==> config.mk <==
export PLATFORM = sky130hd
export DESIGN_NAME = lzrd_queue
export DESIGN_NICKNAME = d
export VERILOG_FILES = /design/src/rtl/core/lzrd_pkg.sv /design/src/rtl/core/lzrd_queue.sv
export SDC_FILE = /design/constraint.sdc
export NUM_CORES = 1
export LEC_CHECK = 0
export BUFFER_PORTS_ARGS = -buffer_cell sky130_fd_sc_hd__buf_2
export CAP_MARGIN = 15
export CORE_MARGIN = 10
export CORE_UTILIZATION = 51
export CTS_CLUSTER_SIZE = 40
export DETAILED_ROUTE_END_ITERATION = 8
export GPL_ROUTABILITY_DRIVEN = 0
export PLACE_DENSITY = 0.78
export SLEW_MARGIN = 20
export SYNTH_ARGS = -nofsm -noshare
export SYNTH_HDL_FRONTEND = slang
export SYNTH_SLANG_ARGS = --single-unit
==> constraint.sdc <==
create_clock -name clk -period 4.46 [get_ports clk]
set_clock_uncertainty 0.2 [all_clocks]
set_input_delay 0.892 -clock clk [delete_from_list [all_inputs] [get_ports clk]]
set_output_delay 0.892 -clock clk [all_outputs]
set_load 0.005 [all_outputs]
==> src/rtl/core/lzrd_pkg.sv <==
`default_nettype none
// ----------------------------------------------------------------------------
// lzrd_pkg
// Shared types and constants of the LZ/RLE/delta decoder.
// ----------------------------------------------------------------------------
package lzrd_pkg;

  localparam int HISTORY_DEPTH_DEF    = 16384;
  localparam int BYTES_PER_RESULT_DEF = 8;
  localparam int QUEUE_DEPTH          = 2;

  // Operation codes, decided by the front end.
  typedef enum logic [2:0] {
    OP_END,
    OP_LITERAL,
    OP_COPY,
    OP_BYTE_DELTA,
    OP_WORD_DELTA,
    OP_BYTE_REPEAT,
    OP_WORD_REPEAT
  } op_t;

  // One operation handed from the front end to the back end.
  typedef struct packed {
    op_t         op;
    logic [7:0]  lit;       // literal byte
    logic [13:0] distance;  // copy distance, 3..8194
    logic [8:0]  len;       // bytes for copies and byte ops, words for word ops
  } cmd_t;

  typedef enum logic [2:0] {
    PH_COMMAND,
    PH_MEDIUM_DIST,
    PH_LONG_DIST,
    PH_LONG_LEN,
    PH_LITERAL
  } phase_t;

  typedef enum logic [2:0] {
    BS_IDLE,
    BS_FETCH,
    BS_WAIT,
    BS_PREP,
    BS_RUN,
    BS_FLUSH
  } back_state_t;

endpackage
`default_nettype wire

==> src/rtl/core/lzrd_queue.sv <==
`default_nettype none
// ----------------------------------------------------------------------------
// lzrd_queue
// Small FIFO of operations between the front and back ends.
// ----------------------------------------------------------------------------
module lzrd_queue (
  input  wire logic            clk,
  input  wire logic            rst,
  input  wire logic            wr_valid,
  output logic                 wr_stall,
  input  wire lzrd_pkg::cmd_t  wr_cmd,
  output logic                 rd_valid,
  input  wire logic            rd_take,
  output lzrd_pkg::cmd_t       rd_cmd
);

  localparam int AW = $clog2(lzrd_pkg::QUEUE_DEPTH);

  lzrd_pkg::cmd_t   slots [lzrd_pkg::QUEUE_DEPTH];
  logic [AW-1:0]    wptr, rptr;
  logic [AW:0]      count;
  logic             push, pop;

  assign wr_stall = (count == (AW+1)'(lzrd_pkg::QUEUE_DEPTH));
  assign rd_valid = (count != '0);
  assign rd_cmd   = slots[rptr];
  assign push     = wr_valid && !wr_stall;
  assign pop      = rd_take && rd_valid;

  always_ff @(posedge clk) begin
    if (rst) begin
      wptr  <= '0;
      rptr  <= '0;
      count <= '0;
    end else begin
      if (push) wptr <= wptr + AW'(1);
      if (pop)  rptr <= rptr + AW'(1);
      count <= count + (AW+1)'(push) - (AW+1)'(pop);
    end
  end

  always_ff @(posedge clk) begin
    if (push) slots[wptr] <= wr_cmd;
  end

endmodule
`default_nettype wire

==> Yosys cells after proc, flatten, opt, wreduce, memory -nomap -nowiden <==
Memory sizes are Yosys's and may differ from the RTL's. A register that Yosys moved wholly into a read port is not among the register bits.
Index checks and enable logic that the tools add are counted.
W data, S select, Z words.
{ "word_totals": {"register_bits": 4, "ramBits": 68, "elab_cells": 17, "memories": 1} }
{ "classes": {"addsub": 4, "eq_ne": 1, "mux": 4, "n_reduce_logical": 4} }
{ "memory_table": {"columns": ["name", "words", "word_bits", "read_ports", "rd_clocked_by_memory_dff", "write_ports", "line", "text"], "rows": [
  ["slots", 2, 34, 1, 1, 1, "lzrd_queue.sv:19", "lzrd_pkg::cmd_t slots [lzrd_pkg::QUEUE_DEPTH];"]
]} }
{ "op_table": {"columns": ["cell", "n"], "rows": [
  ["$mux W1", 4],
  ["$add A1 B1 Y1 const B", 2],
  ["$add A2 B1 Y2", 1],
  ["$eq A2 B2 Y1 const B", 1],
  ["$logic_and A1 B1 Y1", 2],
  ["$reduce_bool A2 Y1", 1],
  ["$sub A2 B1 Y2", 1],
  ["$logic_not A1 Y1", 1]
]} }

==> Depth between registers and ports, before layout <==
{ "depth": {"word_depth": 5, "ltp_mapped": 8, "depth_no_buf": 8} }

==> Worst setup path before layout <==
No wires, ideal clock.
{ "synth_path": {"path_type": "input port to flip-flop", "start": "input wr_valid", "end": "memory slots[0][0] (netlist bit) (enable)", "setup_ps": 389, "t_arrival_ps": 1960, "setup_slack_ps": 1911, "path_stages": 3, "path_cell_list": "inv_1 > or3_1 > inv_1"} }
{ "synth_between": {"elab_chain_cells": 3} }
{ "synth_lines": {"columns": ["element", "line", "text"], "rows": [
  ["from (decl)", "lzrd_queue.sv:9", "input wire logic wr_valid,"],
  ["$logic_and A1 B1 Y1", "lzrd_queue.sv:27", "assign push = wr_valid && !wr_stall;"],
  ["$mux W1", "lzrd_queue.sv:43", "if (push) slots[wptr] <= wr_cmd;"],
  ["$mux W1 (implied by the code)", "lzrd_queue.sv:43", null],
  ["to (decl)", "lzrd_queue.sv:19", null]
]} }
Every way passes these cells.

==> flow_metrics.env <==
export IMPL_n_antenna_cell=0
export IMPL_post_route_period_util_pct=59.4
export IMPL_groute_usage_overall_pct=11.4
export IMPL_hold_path_end="wptr"
export IMPL_tritoncts="built"
export IMPL_synth_common_cells="edfxtp_1, mux2_2, dfxtp_1, inv_1, nor2_1"
export IMPL_grt_max_degree=35
export IMPL_path_delay_family="buffers and inverters"
export IMPL_port_buffers=73
export IMPL_finalSetupViolCount=0
export IMPL_clockPowerShare_pct=25.8
export IMPL_pwr_share_comb_pct=25.3
export IMPL_synth_top_area_share_pct=76.0
export IMPL_start_util_pct=52.6
export IMPL_hold_path_class="reg2reg"
export IMPL_crit_path_end_kind="primary output"
export IMPL_drv_cap=0
export IMPL_root_buffer="clkbuf_8"
export IMPL_synth_top_cells_by_area="edfxtp_1, mux2_2, dfxtp_1"
export IMPL_hold_depth=2
export IMPL_pwr_share_seq_pct=48.9
export IMPL_tns_ns=0
export IMPL_grt_pass1_vias=1537
export IMPL_dp_hpwl_mm=3.37
export IMPL_vias=1402
export IMPL_slew_headroom_pct=45.3
export IMPL_pwr_density_cell_mw_per_mm2=557
export IMPL_synth_flop_cell="edfxtp_1"
export IMPL_synth_async_reset_ratio_pct=0
export IMPL_clk_path_buf_depth=2
export IMPL_cts_clk_slew_worst_paths_ns=0.07
export IMPL_rsz0062_at_grt="no"
export IMPL_fmax_ghz=0.377
export IMPL_gr_usage_met2_pct=20.7
export IMPL_drtAntennaViolNets=0
export IMPL_syn_area_per_cell_um2=20.2
export IMPL_critPathKind="reg2out"
export IMPL_antenna_found_initial=0
export IMPL_critPathLaunchType="register"
export IMPL_synth_seq_cells=73
export IMPL_gr_max_usage_layer="met2"
export IMPL_reg2reg_to="slots[0][29]"
export IMPL_first_pass_iters=4
export IMPL_status="finished, final reports clean"
export IMPL_place_ws_ns=2.01
export IMPL_die_h_um=92.6
export IMPL_netSwitchingPower_mw=0.481
export IMPL_synthDistinctLibCells=22
export IMPL_cts_setup_buffers=0
export IMPL_synthesis_instances=133
export IMPL_slowest_delay_ns=0.40
export IMPL_crit_cells=3
export IMPL_hold_buffers=0
export IMPL_grt_overflow=0
export IMPL_use_met3_pct=4.12
export IMPL_fin_crit_ns=2.65
export IMPL_cts_buffers=9
export IMPL_pin_count=74
export IMPL_drc_errors=0
export IMPL_setup_ws_ns=1.81
export IMPL_crit_required_ns=3.37
export IMPL_tightestPinTransition_ns=0.820
export IMPL_cts_repair_resized=0
export IMPL_grt_pass1_wl_mm=7.53
export IMPL_synth_enable_flop_cells=68
export IMPL_cts_sinks=73
export IMPL_yosysMostFrequentCell="edfxtp_1"
export IMPL_wirelength_mm=4.90
export IMPL_wl_per_cell_um=16.9
export IMPL_worstRegToRegCells=5
export IMPL_die_w_um=92.6
export IMPL_final_nets=255
export IMPL_min_from="wptr"
export IMPL_via_per_inst=4.83
export IMPL_cp_slowest_cell="mux2_2"
export IMPL_syn2layout_area_growth_pct=23.4
export IMPL_ys_seq_area_share_pct=79.7
export IMPL_die_area_mm2=0.00857
export IMPL_total_power_mw=1.85
export IMPL_cp_cell_sequence="buf_4 > mux2_2 > buf_2"
export IMPL_final_layout_size_suffix_gt1_share_pct=57.7
export IMPL_final_util_pct=64.9
export IMPL_syn_cell_area_mm2=0.00269
export IMPL_reg2reg_from="count[0]"
export IMPL_arrival_ns=1.56
export IMPL_synth_nets=173
export IMPL_clock_latency_ns=0.32
export IMPL_p_int_mw=1.37
export IMPL_crit_fanout=34
export IMPL_drt_initial_drc_count=50
export IMPL_drv_slew=0
export IMPL_p_sw_share_pct=26.0
export IMPL_synth_warnings=0
export IMPL_cts_htree_levels=3
export IMPL_peakVddDrop_uv=297
export IMPL_use_met1_pct=10.9
export IMPL_row_count=26
export IMPL_leakagePower_nw=1.27
export IMPL_hold_violations=0
export IMPL_yosys_area_top_type="edfxtp_1"
export IMPL_fp_coreArea_mm2=0.00511
export IMPL_worst_path_buf_inv=2
export IMPL_r2r_slack_ns=2.52
## final cells by class
class | count | area [µm²]
Clock buffer | 10 | 128
Sequential cell | 73 | 2140
Tap cell | 70 | 87.6
Multi-Input combinational cell | 52 | 504
Timing Repair Buffer | 75 | 380
Inverter | 4 | 15.0
Fill cell | 392 | 1790
Clock inverter | 6 | 58.8
## worst register-to-register path, delay by kind of cell (launching register included)
kind | cells | cell delay (ns)
flip-flops | 1 | 0.37
buffers and inverters | 3 | 0.49
AND/OR/NAND/NOR | 2 | 0.49
## kinds of logic (layout without fill, tap and decap cells)
kind of cell	count (synthesis)	after routing	share of synthesized area, %
AOI/OAI and AO/OA	3	3	0.652
xor gates and xnor gates	2	2	0.652
adders and majority gates	2	2	0.931
buffers and inverters	8	95	1.49
DFF	73	73	79.7
muxes	34	34	14.3
and+or+nand+nor	11	11	2.28
## layout by cell type (no fill, tap or decap), drive strengths merged
cell / synthesis / final
nand2: 1 / 1
inv: 4 / 4
nor2: 3 / 3
o21ai: 1 / 1
xnor2: 1 / 1
nand2b: 1 / 1
dfxtp: 5 / 5
nor2b: 1 / 1
ha: 2 / 2
clkinv: 0 / 3
or2: 1 / 1
clkinvlp: 0 / 2
nor3: 1 / 1
edfxtp: 68 / 68
a21oi: 1 / 1
bufinv: 0 / 1
clkbuf: 0 / 10
and3: 1 / 1
and2: 1 / 1
o21a: 1 / 1
buf: 4 / 75
xor2: 1 / 1
mux2: 34 / 34
or3: 1 / 1
## per-layer routing
layer  wire length, µm  part of all wire (%)
met1              1750                    36
met2              2790                    57
met5                 0                     0
met4                68                   1.4
met3               285                   5.8
## power by group through the flow
stage          clock network (mW)  logic, mW  registers (mW)
2_1_floorplan                   0      0.292           0.910
3_3_place_gp                    0      0.473           0.913
3_5_place_dp                    0      0.479           0.920
4_1_cts                     0.490      0.483           0.904
5_1_grt                     0.515      0.521           0.912
6_report                    0.476      0.468           0.903
## registers in the layout (all words and copies together) (netlist names), named ones only
signal  cells
rptr        1
slots      68
count       2
wptr        1
## worst max path at each step
stage	from	to	slack [ns]
after floorplan	wr_valid	slots[0][0]	1.91
after global placement	wr_valid	slots[0][14]	2.05
after detailed placement	wr_valid	slots[0][14]	2.01
after CTS	register	rd_cmd[2]	1.78
after global routing	register	rd_cmd[0]	1.70
final	register	rd_cmd[15]	1.81
## per-stage QoR
| step | instance area, µm² | hold slack, ns | cells |
|---|---|---|---|
| finish | 3320 | 0.299 | 290 |
| global route | 3320 | 0.343 | 290 |
| CTS | 3320 | 0.299 | 290 |
| detailed placement | 3130 | 0.292 | 274 |
| global placement | 3130 | 0.280 | 274 |
| floorplan | 2690 | 0.251 | 133 |
Note: power is estimated with default switching activity, not from simulation.
