### config.mk
export PLATFORM = sky130hd
export DESIGN_NAME = lzrd_front
export DESIGN_NICKNAME = d
export VERILOG_FILES = /design/src/rtl/core/lzrd_pkg.sv /design/src/rtl/core/lzrd_front.sv
export SDC_FILE = /design/constraint.sdc
export NUM_CORES = 1
export LEC_CHECK = 0
export BUFFER_PORTS_ARGS = -buffer_cell sky130_fd_sc_hd__buf_2
export CORE_MARGIN = 1.5
export CORE_UTILIZATION = 50
export DETAILED_ROUTE_END_ITERATION = 16
export GPL_TIMING_DRIVEN = 0
export HOLD_SLACK_MARGIN = 0.03
export MAX_ROUTING_LAYER = met4
export PLACE_DENSITY_LB_ADDON = 0.2
export SLEW_MARGIN = 5
export SYNTH_ARGS = -nofsm -noshare
export SYNTH_HDL_FRONTEND = slang
export SYNTH_SLANG_ARGS = --single-unit
### constraint.sdc
create_clock -name clk -period 6.7 [get_ports clk]
set_clock_uncertainty 0.15 [all_clocks]
set_input_delay 0.67 -clock clk [delete_from_list [all_inputs] [get_ports clk]]
set_output_delay 0.67 -clock clk [all_outputs]
set_load 0.02 [all_outputs]
### src/rtl/core/lzrd_pkg.sv
`default_nettype none
// ----------------------------------------------------------------------------
// lzrd_pkg
// Shared types and constants of the LZ/RLE/delta decoder.
// ----------------------------------------------------------------------------
package lzrd_pkg;

  localparam int HISTORY_DEPTH_DEF    = 16384;
  localparam int BYTES_PER_RESULT_DEF = 8;
  localparam int QUEUE_DEPTH          = 2;

  // Operation codes, decided by the front end.
  typedef enum logic [2:0] {
    OP_END,
    OP_LITERAL,
    OP_COPY,
    OP_BYTE_DELTA,
    OP_WORD_DELTA,
    OP_BYTE_REPEAT,
    OP_WORD_REPEAT
  } op_t;

  // One operation handed from the front end to the back end.
  typedef struct packed {
    op_t         op;
    logic [7:0]  lit;       // literal byte
    logic [13:0] distance;  // copy distance, 3..8194
    logic [8:0]  len;       // bytes for copies and byte ops, words for word ops
  } cmd_t;

  typedef enum logic [2:0] {
    PH_COMMAND,
    PH_MEDIUM_DIST,
    PH_LONG_DIST,
    PH_LONG_LEN,
    PH_LITERAL
  } phase_t;

  typedef enum logic [2:0] {
    BS_IDLE,
    BS_FETCH,
    BS_WAIT,
    BS_PREP,
    BS_RUN,
    BS_FLUSH
  } back_state_t;

endpackage
`default_nettype wire

### src/rtl/core/lzrd_front.sv
`default_nettype none
// ----------------------------------------------------------------------------
// lzrd_front
// Parses command, operand and literal bytes into operations.
// ----------------------------------------------------------------------------
module lzrd_front (
  input  wire logic          clk,
  input  wire logic          rst,
  input  wire logic          in_valid,
  output logic               in_stall,
  input  wire logic [7:0]    in_byte,
  output logic               cmd_valid,
  input  wire logic          cmd_stall,
  output lzrd_pkg::cmd_t     cmd
);

  lzrd_pkg::phase_t phase, phase_next;
  logic [7:0]       pending_command, pending_command_next;
  logic [13:0]      pending_distance, pending_distance_next;
  logic [5:0]       literal_remaining, literal_remaining_next;
  logic             emit;
  logic             take;

  assign in_stall = cmd_stall;
  assign take     = in_valid && !cmd_stall;
  assign cmd_valid = in_valid && emit;

  always_ff @(posedge clk) begin
    if (rst) begin
      phase             <= lzrd_pkg::PH_COMMAND;
      pending_command   <= '0;
      pending_distance  <= '0;
      literal_remaining <= '0;
    end else if (take) begin
      phase             <= phase_next;
      pending_command   <= pending_command_next;
      pending_distance  <= pending_distance_next;
      literal_remaining <= literal_remaining_next;
    end
  end

  always_comb begin
    phase_next             = lzrd_pkg::PH_COMMAND;
    pending_command_next   = pending_command;
    pending_distance_next  = pending_distance;
    literal_remaining_next = literal_remaining;
    emit                   = 1'b0;
    cmd.op                 = lzrd_pkg::OP_LITERAL;
    cmd.lit                = in_byte;
    cmd.distance           = '0;
    cmd.len                = '0;
    case (phase)
      lzrd_pkg::PH_MEDIUM_DIST: begin
        emit         = 1'b1;
        cmd.op       = lzrd_pkg::OP_COPY;
        cmd.distance = {4'b0, pending_command[1:0], in_byte} + 14'd3;
        cmd.len      = {6'b0, pending_command[4:2]} + 9'd4;
      end
      lzrd_pkg::PH_LONG_DIST: begin
        pending_distance_next = {1'b0, pending_command[4:0], in_byte} + 14'd3;
        phase_next            = lzrd_pkg::PH_LONG_LEN;
      end
      lzrd_pkg::PH_LONG_LEN: begin
        emit         = 1'b1;
        cmd.op       = lzrd_pkg::OP_COPY;
        cmd.distance = pending_distance;
        cmd.len      = {1'b0, in_byte} + 9'd5;
      end
      lzrd_pkg::PH_LITERAL: begin
        emit = 1'b1;
        literal_remaining_next = literal_remaining - 6'd1;
        if (literal_remaining != 6'd1) phase_next = lzrd_pkg::PH_LITERAL;
      end
      default: begin
        if (in_byte == 8'd0) begin
          emit   = 1'b1;
          cmd.op = lzrd_pkg::OP_END;
        end else if (in_byte[7]) begin
          if (!in_byte[6]) begin
            emit         = 1'b1;
            cmd.op       = lzrd_pkg::OP_COPY;
            cmd.distance = {8'b0, in_byte[5:0]} + 14'd3;
            cmd.len      = 9'd3;
          end else begin
            pending_command_next = in_byte;
            phase_next = in_byte[5] ? lzrd_pkg::PH_LONG_DIST : lzrd_pkg::PH_MEDIUM_DIST;
          end
        end else if (in_byte[6]) begin
          emit = 1'b1;
          case (in_byte[5:4])
            2'b00:   cmd.op = lzrd_pkg::OP_BYTE_DELTA;
            2'b01:   cmd.op = lzrd_pkg::OP_WORD_DELTA;
            2'b10:   cmd.op = lzrd_pkg::OP_BYTE_REPEAT;
            default: cmd.op = lzrd_pkg::OP_WORD_REPEAT;
          endcase
          cmd.len = {5'b0, in_byte[3:0]} + (in_byte[4] ? 9'd2 : 9'd3);
        end else begin
          literal_remaining_next = in_byte[5:0];
          phase_next             = lzrd_pkg::PH_LITERAL;
        end
      end
    endcase
  end

endmodule
`default_nettype wire

After elaboration in Yosys (flattened, before gate mapping)

Cells that the tools add are included.

Flip-flop bits (word level): 28
Input bits: 12
Output and inout port bits: 36
Word-level logic and storage cells: 66

Add/sub/neg operators: 7
Equality and inequality tests: 10
Muxes and demuxes: 29
Bitwise operators: 3
Reduce and logical (&&, ||, !) cells: 13

Operators by type and width:

| operator                | number |
|---|---|
| $pmux W23 S3            | 1 |
| $mux W23                | 1 |
| $mux W3                 | 7 |
| $mux W6                 | 3 |
| $pmux W3 S3             | 2 |
| $mux W16                | 1 |
| $add A13 B2 Y14 const B | 1 |
| $mux W14                | 1 |
| $pmux W6 S2             | 1 |
| $add A10 B2 Y11 const B | 1 |
| $reduce_and A5 Y1       | 2 |
| $add A8 B3 Y9 const B   | 1 |
| $mux W9                 | 1 |
| $logic_not A8 Y1        | 1 |
| $add A6 B2 Y7 const B   | 1 |
| $eq A3 B2 Y1 const B    | 2 |
| $mux W2                 | 3 |
| $ne A2 B1 Y1 const B    | 3 |
| $ne A6 B1 Y1 const B    | 1 |
| $pmux W3 S2             | 1 |
| $reduce_or A3 Y1        | 2 |
| $sub A6 B1 Y6 const B   | 1 |
| $add A4 B2 Y5           | 1 |
| $mux W1                 | 5 |
| other kinds (14)        | 18 |

Longest topological paths before layout

Gate-level depths: netlist of the first run.

Depth in word-level cells: 6
Gate-level depth with buffers: 9
Mapped depth without buffers: 7

Worst setup path after synthesis of the first run

OpenSTA, ideal clock, no wires.

Path kind: input-to-output
From: in in_byte[6]
To: out cmd[4] in the netlist's numbering
Data arrival time: 2.519 ns
Required time: 5.880 ns
Setup slack: 3.361 ns
Stages: 7
Path buffers: 1
Path through: clkbuf_1 > inv_1 > ha_1 > and2_0 > a22o_1 > nand2b_1 > o32ai_1

RTL lines:

| item            | RTL line         | source |
|---|---|---|
| start, declared | lzrd_front.sv:11 | `input wire logic [7:0] in_byte,` |
| end, declared   | lzrd_front.sv:14 | `output lzrd_pkg::cmd_t cmd` |

==> results.md, run 1 <==
• **launch instance of the worst register-to-register path** phase[1]$_SDFFE_PP0P_
• **Synth top area share** 0.251
• **root cell of the clock tree** sky130_fd_sc_hd__clkbuf_8
• **Crit Reg-Reg Endpoint** literal_remaining[1]$_SDFFE_PP0P_
• **largest cells by area after synthesis** sky130_fd_sc_hd__dfxtp_1 (25%), sky130_fd_sc_hd__nor2_1 (7.9%), sky130_fd_sc_hd__ha_1 (6.7%)
• **library cell with the highest instance count after synthesis** sky130_fd_sc_hd__nor2_1
• **number of max-cap violations** 0
• **total number of yosys warnings** 0
• **initial antenna violation count** 0
• **final weighted congestion in routability-driven placement** 0.955
• **met1 demand-to-capacity share in global routing** 0.357
• **layout-stage area growth over the synthesis result** 16.4%
• **ys flop type** sky130_fd_sc_hd__dfxtp_1
• **post-detailed-route count of antenna-violating nets** 0
• **proportion of synthesized flip-flops having asynchronous set or reset** 0
• **post-synthesis sequential area ratio** 0.251
• **combinational family with the most area after synthesis** compound AO/OA/AOI/OAI gates
• **gate count of the mapped netlist** 315
• **cell depth of the worst min-delay path** 2
• **run status** complete, no violations
• **Global Route met2 Usage** 0.429
• **top cell type by total area after synthesis** sky130_fd_sc_hd__dfxtp_1
• **post-synthesis share of cell area spent on full adders, half adders and majority gates** 0.0673
• **Post-CTS Setup Bufs** 0
• **commonest cells in the synthesized netlist** sky130_fd_sc_hd__nor2_1 (47), sky130_fd_sc_hd__nand2_1 (39), sky130_fd_sc_hd__dfxtp_1 (28), sky130_fd_sc_hd__o21ai_0 (27), sky130_fd_sc_hd__a21oi_1 (24)
• **Inserted Clock Buffers** 3
• **via count of the first global-routing pass** 2159
• **Ports** 48
• **source of the worst hold timing path** pending_distance[13]$_SDFFE_PP0P_
• **Die X-Extent** 69.8 µm
• **total power per unit cell area** 158 nW/µm²
• **slowest stage delay, CP** 0.63 ns
• **Finished Core Util** 0.600
• **multiplexer area fraction after synthesis** 0.0314
• **total DRC errors in the routed layout** 0
• **count of instances resized after the clock tree is built** 0
• **max_slew headroom** 0.519
• **CP Cell Sequence** buf_2, inv_1, ha_1, nor3b_1, nand2_1, o211a_1, o22ai_1, o21ai_0, buf_2
• **data arrival time of the worst path** 3.12 ns
• **clk sink count** 28
• **crit path buf inv count** 3
• **largest fanout on the critical path** 11
• **Place WS** 2.85 ns
• **count of H-tree levels built during CTS** 1
• **met3 Usage GRT** 0.0334
• **time the worst path needs with I/O delays and setup** 3.94 ns
• **FMAX** 0.254 GHz
• **pin count of the biggest net entering global routing** 17
• **data required time at the worst endpoint** 5.88 ns
• **buffers added on ports** 46
• **buffer depth of the longest clock path** 2
• **layout cells sized above 1** 0.184
• **worst setup path start** in_byte[0]
• **die boundary height** 69.8 µm
• **starting density of the core** 0.516
• **# nets final** 390
• **final routed wirelength across all metal layers** 6.41 mm
• **Critical Path Slowest Stage Cell** sky130_fd_sc_hd__nor3b_1
• **final worst slack** 2.76 ns
• **type of origin of the critical path** input pin
• **Routed WL per cell** 15.4 µm
• **kind of cell adding the most delay to the critical path** simple AND/OR/NAND/NOR gates
• **diodes inserted** 0
• **R2R Setup Slk** 4.58 ns
• **hold slack final** 0.313 ns
• **Placeable Area** 4320 µm²
• **HPWL after detailed placement** 4.82 mm
• **simple-gate share of the synthesized area** 0.241
• **leak pwr** 1.09 nW
• **number of synthesized flops with an enable pin** 0
• **slew at the pin closest to its max-slew limit** 0.720 ns
• **number of unique standard cell types used by synthesis** 49
• **hold_buf cts** 0
• **global route total overflow** 0
• **Register-to-Register Path Depth** 6
• **vias post-DR** 2424
• **Cell Rows** 24
• **Critical Path Stages** 9
• **setup repair after global routing missed its margin** no
• **total nets after synthesis** 339
• **DIE AREA** 4870 µm²
• **number of detailed-routing iterations run before antenna repair** 5
• **compound-gate portion of the synthesized area** 0.251
• **worst min path class** reg2reg
• **setup violation total in the final timing report** 0
• **post-route clock period utilization** 0.588
• **global-route layer with the greatest usage** met2
• **critical path's most frequent cell** sky130_fd_sc_hd__buf_2
• **synthesized flop and latch total** 28
• **vias per cell** 5.81
• **TritonCTS clock tree** built
• **first-pass GRT wire length** 10.4 mm
• **later-pin clock latency in the skew report** 0.28 ns
• **final count of hold timing violations** 0
• **Synth Area per Inst** 7.08 µm²
• **Global Route Usage Sum** 0.272
• **kind of critical path** in2out
• **setup TNS** 0 ns
• **final-report max-slew violation count** 0
• **CTS clk-pin slew, worst paths** 0.10 ns
• **Worst VDD drop** 0.0752 mV
• **post-synthesis cell area** 2230 µm²
• **initial drt markers** 251
• **critical path endpoint category** output pin
• **worst hold endpoint** pending_distance[13]$_SDFFE_PP0P_
• **area share of xor/xnor cells in the synthesized design** 0.0707
==> area by class of cell <==
cell class                 instances  area [µm²]
timing repair buffer              46         230
buffer                            28         144
multi-input combinational        246        1480
clock buffer                       3        41.3
inverter                          13        48.8
fill                             424        1730
sequential                        28         561
tap                               52        65.1
clock inverter                     1        30.0
==> report_power, final <==
group / switching (mW) / internal, mW / leakage [nW]
clock network: 0.0550 / 0.0801 / 0.0357
logic: 0.0664 / 0.0377 / 0.826
registers: 0.00276 / 0.169 / 0.226
==> layer usage <==
layer | part of all wire | wire (µm)
met5 | 0 | 0
met4 | 0.023 | 148
met3 | 0.071 | 452
met2 | 0.46 | 2960
met1 | 0.44 | 2850
==> worst reg2reg max path: cells and delay by family, from the launching register on <==
family,cells,cell delay (ns)
multiplexers,1,0.21
flip-flops,1,0.32
buffers and inverters,1,0.17
AND/OR/NAND/NOR,2,0.39
AO/OA/AOI/OAI,2,0.77
==> logic make-up after synthesis <==
group	Yosys count
flops	28
fa+ha+maj	12
xor+xnor	18
simple gates	119
buf+inv	41
compound gates	90
mux	7
==> how the worst max path moves through the flow <==
stage | slack (ns) | to
after detailed placement | 2.85 | cmd[14]
after global placement | 2.82 | cmd[14]
after global routing | 2.58 | cmd[14]
after floorplan | 3.36 | cmd[4]
final | 2.76 | cmd[14]
after CTS | 2.84 | cmd[14]
==> layout by cell type, fill, tap and decap left out, types with 2 or more instances in the layout <==
master,count
sky130_fd_sc_hd__buf_2,50
sky130_fd_sc_hd__nand2b_1,2
sky130_fd_sc_hd__nor2_1,47
sky130_fd_sc_hd__nor2b_1,2
sky130_fd_sc_hd__inv_1,12
sky130_fd_sc_hd__a2111oi_0,2
sky130_fd_sc_hd__xnor2_1,11
sky130_fd_sc_hd__a21o_1,2
sky130_fd_sc_hd__and2_1,4
sky130_fd_sc_hd__nor4_1,2
sky130_fd_sc_hd__ha_1,12
sky130_fd_sc_hd__dfxtp_1,28
sky130_fd_sc_hd__xor2_1,7
sky130_fd_sc_hd__a31oi_1,3
sky130_fd_sc_hd__nand2_1,39
sky130_fd_sc_hd__and3_1,4
sky130_fd_sc_hd__a211oi_1,7
sky130_fd_sc_hd__o211ai_1,4
sky130_fd_sc_hd__buf_1,4
sky130_fd_sc_hd__mux2i_1,7
sky130_fd_sc_hd__o22ai_1,9
sky130_fd_sc_hd__o21ai_0,27
sky130_fd_sc_hd__a21oi_1,24
sky130_fd_sc_hd__nor3_1,6
sky130_fd_sc_hd__o32ai_1,2
sky130_fd_sc_hd__clkbuf_8,3
sky130_fd_sc_hd__buf_4,9
sky130_fd_sc_hd__nor4b_1,2
sky130_fd_sc_hd__nor3b_1,2
sky130_fd_sc_hd__clkbuf_1,11
==> metrics by stage <==
| stage | std cells | instance area, µm² | total power [mW] |
|---|---|---|---|
| after floorplan | 315 | 2230 | 0.246 |
| after global placement | 413 | 2520 | 0.276 |
| after detailed placement | 413 | 2520 | 0.278 |
| after CTS | 417 | 2600 | 0.411 |
| after global routing | 417 | 2600 | 0.428 |
| final | 417 | 2600 | 0.411 |
==> registers in the layout, summed over array words and instances (netlist names) <==
signal / flops
literal_remaining: 6
pending_command: 5
pending_distance: 14
phase: 3
Note: power is estimated with default switching activity, not from simulation.
==> run 2, diff against run 1 <==
- ABC_AREA: unset -> 1
- clock period: 6.7 -> 4 ns (I/O delays scaled with it)
==> results.md, run 2 <==
• **vias per cell** 5.46, was 5.81
• **Place WS** 1.32 ns, was 2.85 ns
• **layout cells sized above 1** 0.181, was 0.184
• **Inserted Clock Buffers** 3, unchanged
• **buffers added on ports** 45, was 46
• **Sequential Area** 561 µm², unchanged
• **final weighted congestion in routability-driven placement** 1.01, was 0.955
• **pin count of the biggest net entering global routing** 16, was 17
• **diodes inserted** 0, unchanged
• **highest routed metal layer** met4, unchanged
• **Top reg by flops** pending_distance, unchanged
• **# nets final** 472, was 390
• **total number of yosys warnings** 0, unchanged
• **root cell of the clock tree** sky130_fd_sc_hd__clkbuf_8, unchanged
• **critical path endpoint category** output pin, unchanged
• **post-synthesis cell area** 2370 µm², was 2230 µm²
• **slew at the pin closest to its max-slew limit** 0.555 ns, was 0.720 ns
• **die boundary height** 71.8 µm, was 69.8 µm
• **leak pwr** 1.40 nW, was 1.09 nW
• **Worst VDD drop** 0.160 mV, was 0.0752 mV
• **post-route clock period utilization** 0.678
• **clk sink count** 28, unchanged
• **buffer depth of the longest clock path** 2, unchanged
• **later-pin clock latency in the skew report** 0.28 ns, about the same
• **vias post-DR** 2724, was 2424
• **Finished Core Util** 0.610, was 0.600
• **fill cell total of the finished layout** 463, was 424
• **Ports** 48, unchanged
• **CTS clk-pin slew, worst paths** 0.11 ns, was 0.10 ns
• **final std cells w/o fill** 499, was 417
• **FMAX** 0.369 GHz
• **Post-CTS Setup Bufs** 0, unchanged
• **Placeable Area** 4440 µm², was 4320 µm²
• **run status** complete, but fails checks, was complete, no violations
• **total nets after synthesis** 422, was 339
• **initial antenna violation count** 0, unchanged
• **kind of critical path** reg2out, was in2out
• **worst min path class** in2reg, was reg2reg
• **type of origin of the critical path** flip-flop, was input pin
• **Synth Area per Inst** 5.94 µm², was 7.08 µm²
• **synthesized flop and latch total** 28, unchanged
• **library cell with the highest instance count after synthesis** sky130_fd_sc_hd__nand2_1, was sky130_fd_sc_hd__nor2_1
• **Global Route Usage Sum** 0.300, was 0.272
• **gate count of the mapped netlist** 398, was 315
• **via count of the first global-routing pass** 2520, was 2159
• **data arrival time of the worst path** 2.16 ns, was 3.12 ns
• **time the worst path needs with I/O delays and setup** 2.71 ns
• **count of instances resized after the clock tree is built** 0, unchanged
• **starting density of the core** 0.532, was 0.516
• **post-synthesis sequential area ratio** 0.237, was 0.251
• **final worst slack** 1.29 ns, was 2.76 ns
• **crit path buf inv count** 2, was 3
• **HPWL after detailed placement** 5.30 mm, was 4.82 mm
• **total power per unit cell area** 261 nW/µm², was 158 nW/µm²
• **CP Cell Sequence** nand2_1, nor2_2, inv_1, o22ai_1, o21bai_1, buf_2, was buf_2, inv_1, ha_1, nor3b_1, nand2_1, o211a_1, o22ai_1, o21ai_0, buf_2
• **launch instance of the worst register-to-register path** phase[1]$_SDFFE_PP0P_, unchanged
• **Critical Path Slowest Stage Cell** sky130_fd_sc_hd__nor2_2, was sky130_fd_sc_hd__nor3b_1
• **final routed wirelength across all metal layers** 7.19 mm, was 6.41 mm
• **number of unique standard cell types used by synthesis** 29, was 49
• **slowest stage delay, CP** 0.46 ns, was 0.63 ns
• **number of flip-flops in the largest register** 14, unchanged
• **final count of hold timing violations** 0, unchanged
• **TritonCTS clock tree** built, unchanged
• **met1 wire length** 3.35 mm, was 2.85 mm
• **data required time at the worst endpoint** 3.45 ns, was 5.88 ns
• **biggest registers after layout** pending_distance (14), literal_remaining (6), pending_command (5), unchanged
• **area used by multi-input combinational logic** 1430 µm², was 1480 µm²
• **ys flop type** sky130_fd_sc_hd__dfxtp_1, unchanged
• **most used cells in the layout excluding fill and tap cells** sky130_fd_sc_hd__nand2_1 (94), sky130_fd_sc_hd__inv_1 (61), sky130_fd_sc_hd__buf_2 (51), was sky130_fd_sc_hd__buf_2 (50), sky130_fd_sc_hd__nor2_1 (47), sky130_fd_sc_hd__nand2_1 (39)
• **# placed instances** 495, was 413
• **DIE AREA** 5150 µm², was 4870 µm²
• **most common cell after layout, fill and taps aside** sky130_fd_sc_hd__nand2_1, was sky130_fd_sc_hd__buf_2
• **first-pass GRT wire length** 11.8 mm, was 10.4 mm
• **setup violation total in the final timing report** 0, unchanged
• **number of synthesized flops with an enable pin** 0, unchanged
• **failing checks** DRC
• **post-detailed-route count of antenna-violating nets** 0, unchanged
• **source of the worst hold timing path** in_byte[0], was pending_distance[13]$_SDFFE_PP0P_
• **commonest cells in the synthesized netlist** sky130_fd_sc_hd__nand2_1 (94), sky130_fd_sc_hd__inv_1 (61), sky130_fd_sc_hd__nor2_1 (42), sky130_fd_sc_hd__a21oi_1 (29), was sky130_fd_sc_hd__nor2_1 (47), sky130_fd_sc_hd__nand2_1 (39), sky130_fd_sc_hd__dfxtp_1 (28), sky130_fd_sc_hd__o21ai_0 (27), sky130_fd_sc_hd__a21oi_1 (24)
• **global route total overflow** 0, unchanged
• **Met3 Routed Length** 456 µm, was 452 µm
• **Routed WL per cell** 14.4 µm, was 15.4 µm
• **kind of cell adding the most delay to the critical path** simple AND/OR/NAND/NOR gates, unchanged
• **Synth top area share** 0.237, was 0.251
• **Die X-Extent** 71.8 µm, was 69.8 µm
• **max_slew headroom** 0.630, was 0.519
• **total length of routed met2 wires** 3.15 mm, was 2.96 mm
• **final-report max-slew violation count** 0, unchanged
• **setup TNS** 0 ns, unchanged
• **hold slack final** 0.278 ns, was 0.313 ns
• **hold_buf cts** 0, unchanged
• **top cell type by total area after synthesis** sky130_fd_sc_hd__dfxtp_1, unchanged
• **number of max-cap violations** 0, unchanged
• **layout-stage area growth over the synthesis result** 14.6%, was 16.4%
• **largest fanout on the critical path** 9, was 11
• **setup repair after global routing missed its margin** no, unchanged
• **largest cells by area after synthesis** sky130_fd_sc_hd__dfxtp_1 (24%), sky130_fd_sc_hd__nand2_1 (15%), sky130_fd_sc_hd__inv_1 (9.7%), was sky130_fd_sc_hd__dfxtp_1 (25%), sky130_fd_sc_hd__nor2_1 (7.9%), sky130_fd_sc_hd__ha_1 (6.7%)
• **Cell Rows** 24, unchanged
• **total DRC errors in the routed layout** 1, was 0
• **proportion of synthesized flip-flops having asynchronous set or reset** 0, unchanged
• **number of detailed-routing iterations run before antenna repair** 12, was 5
• **initial drt markers** 220, was 251
• **worst setup path start** phase[0]$_SDFFE_PP0P_, was in_byte[0]
• **count of H-tree levels built during CTS** 1, unchanged
## run 2: stage by stage
step	power, mW	area (µm²)
6_report	0.708	2710
3_3_place_gp	0.519	2660
4_1_cts	0.706	2710
5_1_grt	0.744	2710
3_5_place_dp	0.521	2660
2_1_floorplan	0.455	2370
## run 2: report_power, final
group,switching (mW),internal (mW)
clock,0.100,0.0885
combinational,0.149,0.0724
sequential,0.00899,0.288
total,0.258,0.449
## run 2: final timing paths
kind	end	slack [ns]	cells after the start
max	cmd[3]	1.29	6
min	pending_distance[0]$_SDFFE_PP0P_	0.28	2
max reg2reg	pending_distance[11]$_SDFFE_PP0P_	2.22	8
min reg2reg	pending_distance[13]$_SDFFE_PP0P_	0.33	2
## run 2: final cells by class
cell class | instances | area share
well taps | 52 | 0.0240
clock buffers | 4 | 0.0203
repair buffers | 45 | 0.0831
multi-input cells | 283 | 0.526
flip-flops and latches | 28 | 0.207
inverters | 67 | 0.0928
plain buffers | 20 | 0.0471
## run 2: kinds of logic (layout without fill, tap and decap cells)
logic type | after synthesis | after routing | synth area share
AND/OR/NAND/NOR | 195 | 195 | 0.359
buffers and inverters | 87 | 136 | 0.160
AO/OA/AOI/OAI | 71 | 71 | 0.162
flip-flops | 28 | 28 | 0.237
adder cells (fa/ha/maj) | 12 | 12 | 0.0635
XOR/XNOR | 5 | 5 | 0.0185
## run 2: per-layer routing
metal / up-vias / track usage
li1: 1365 / -
met1: 1229 / 0.398
met2: 102 / 0.481
met3: 28 / 0.0323
met4: 0 / 0.0922
met5: - / -
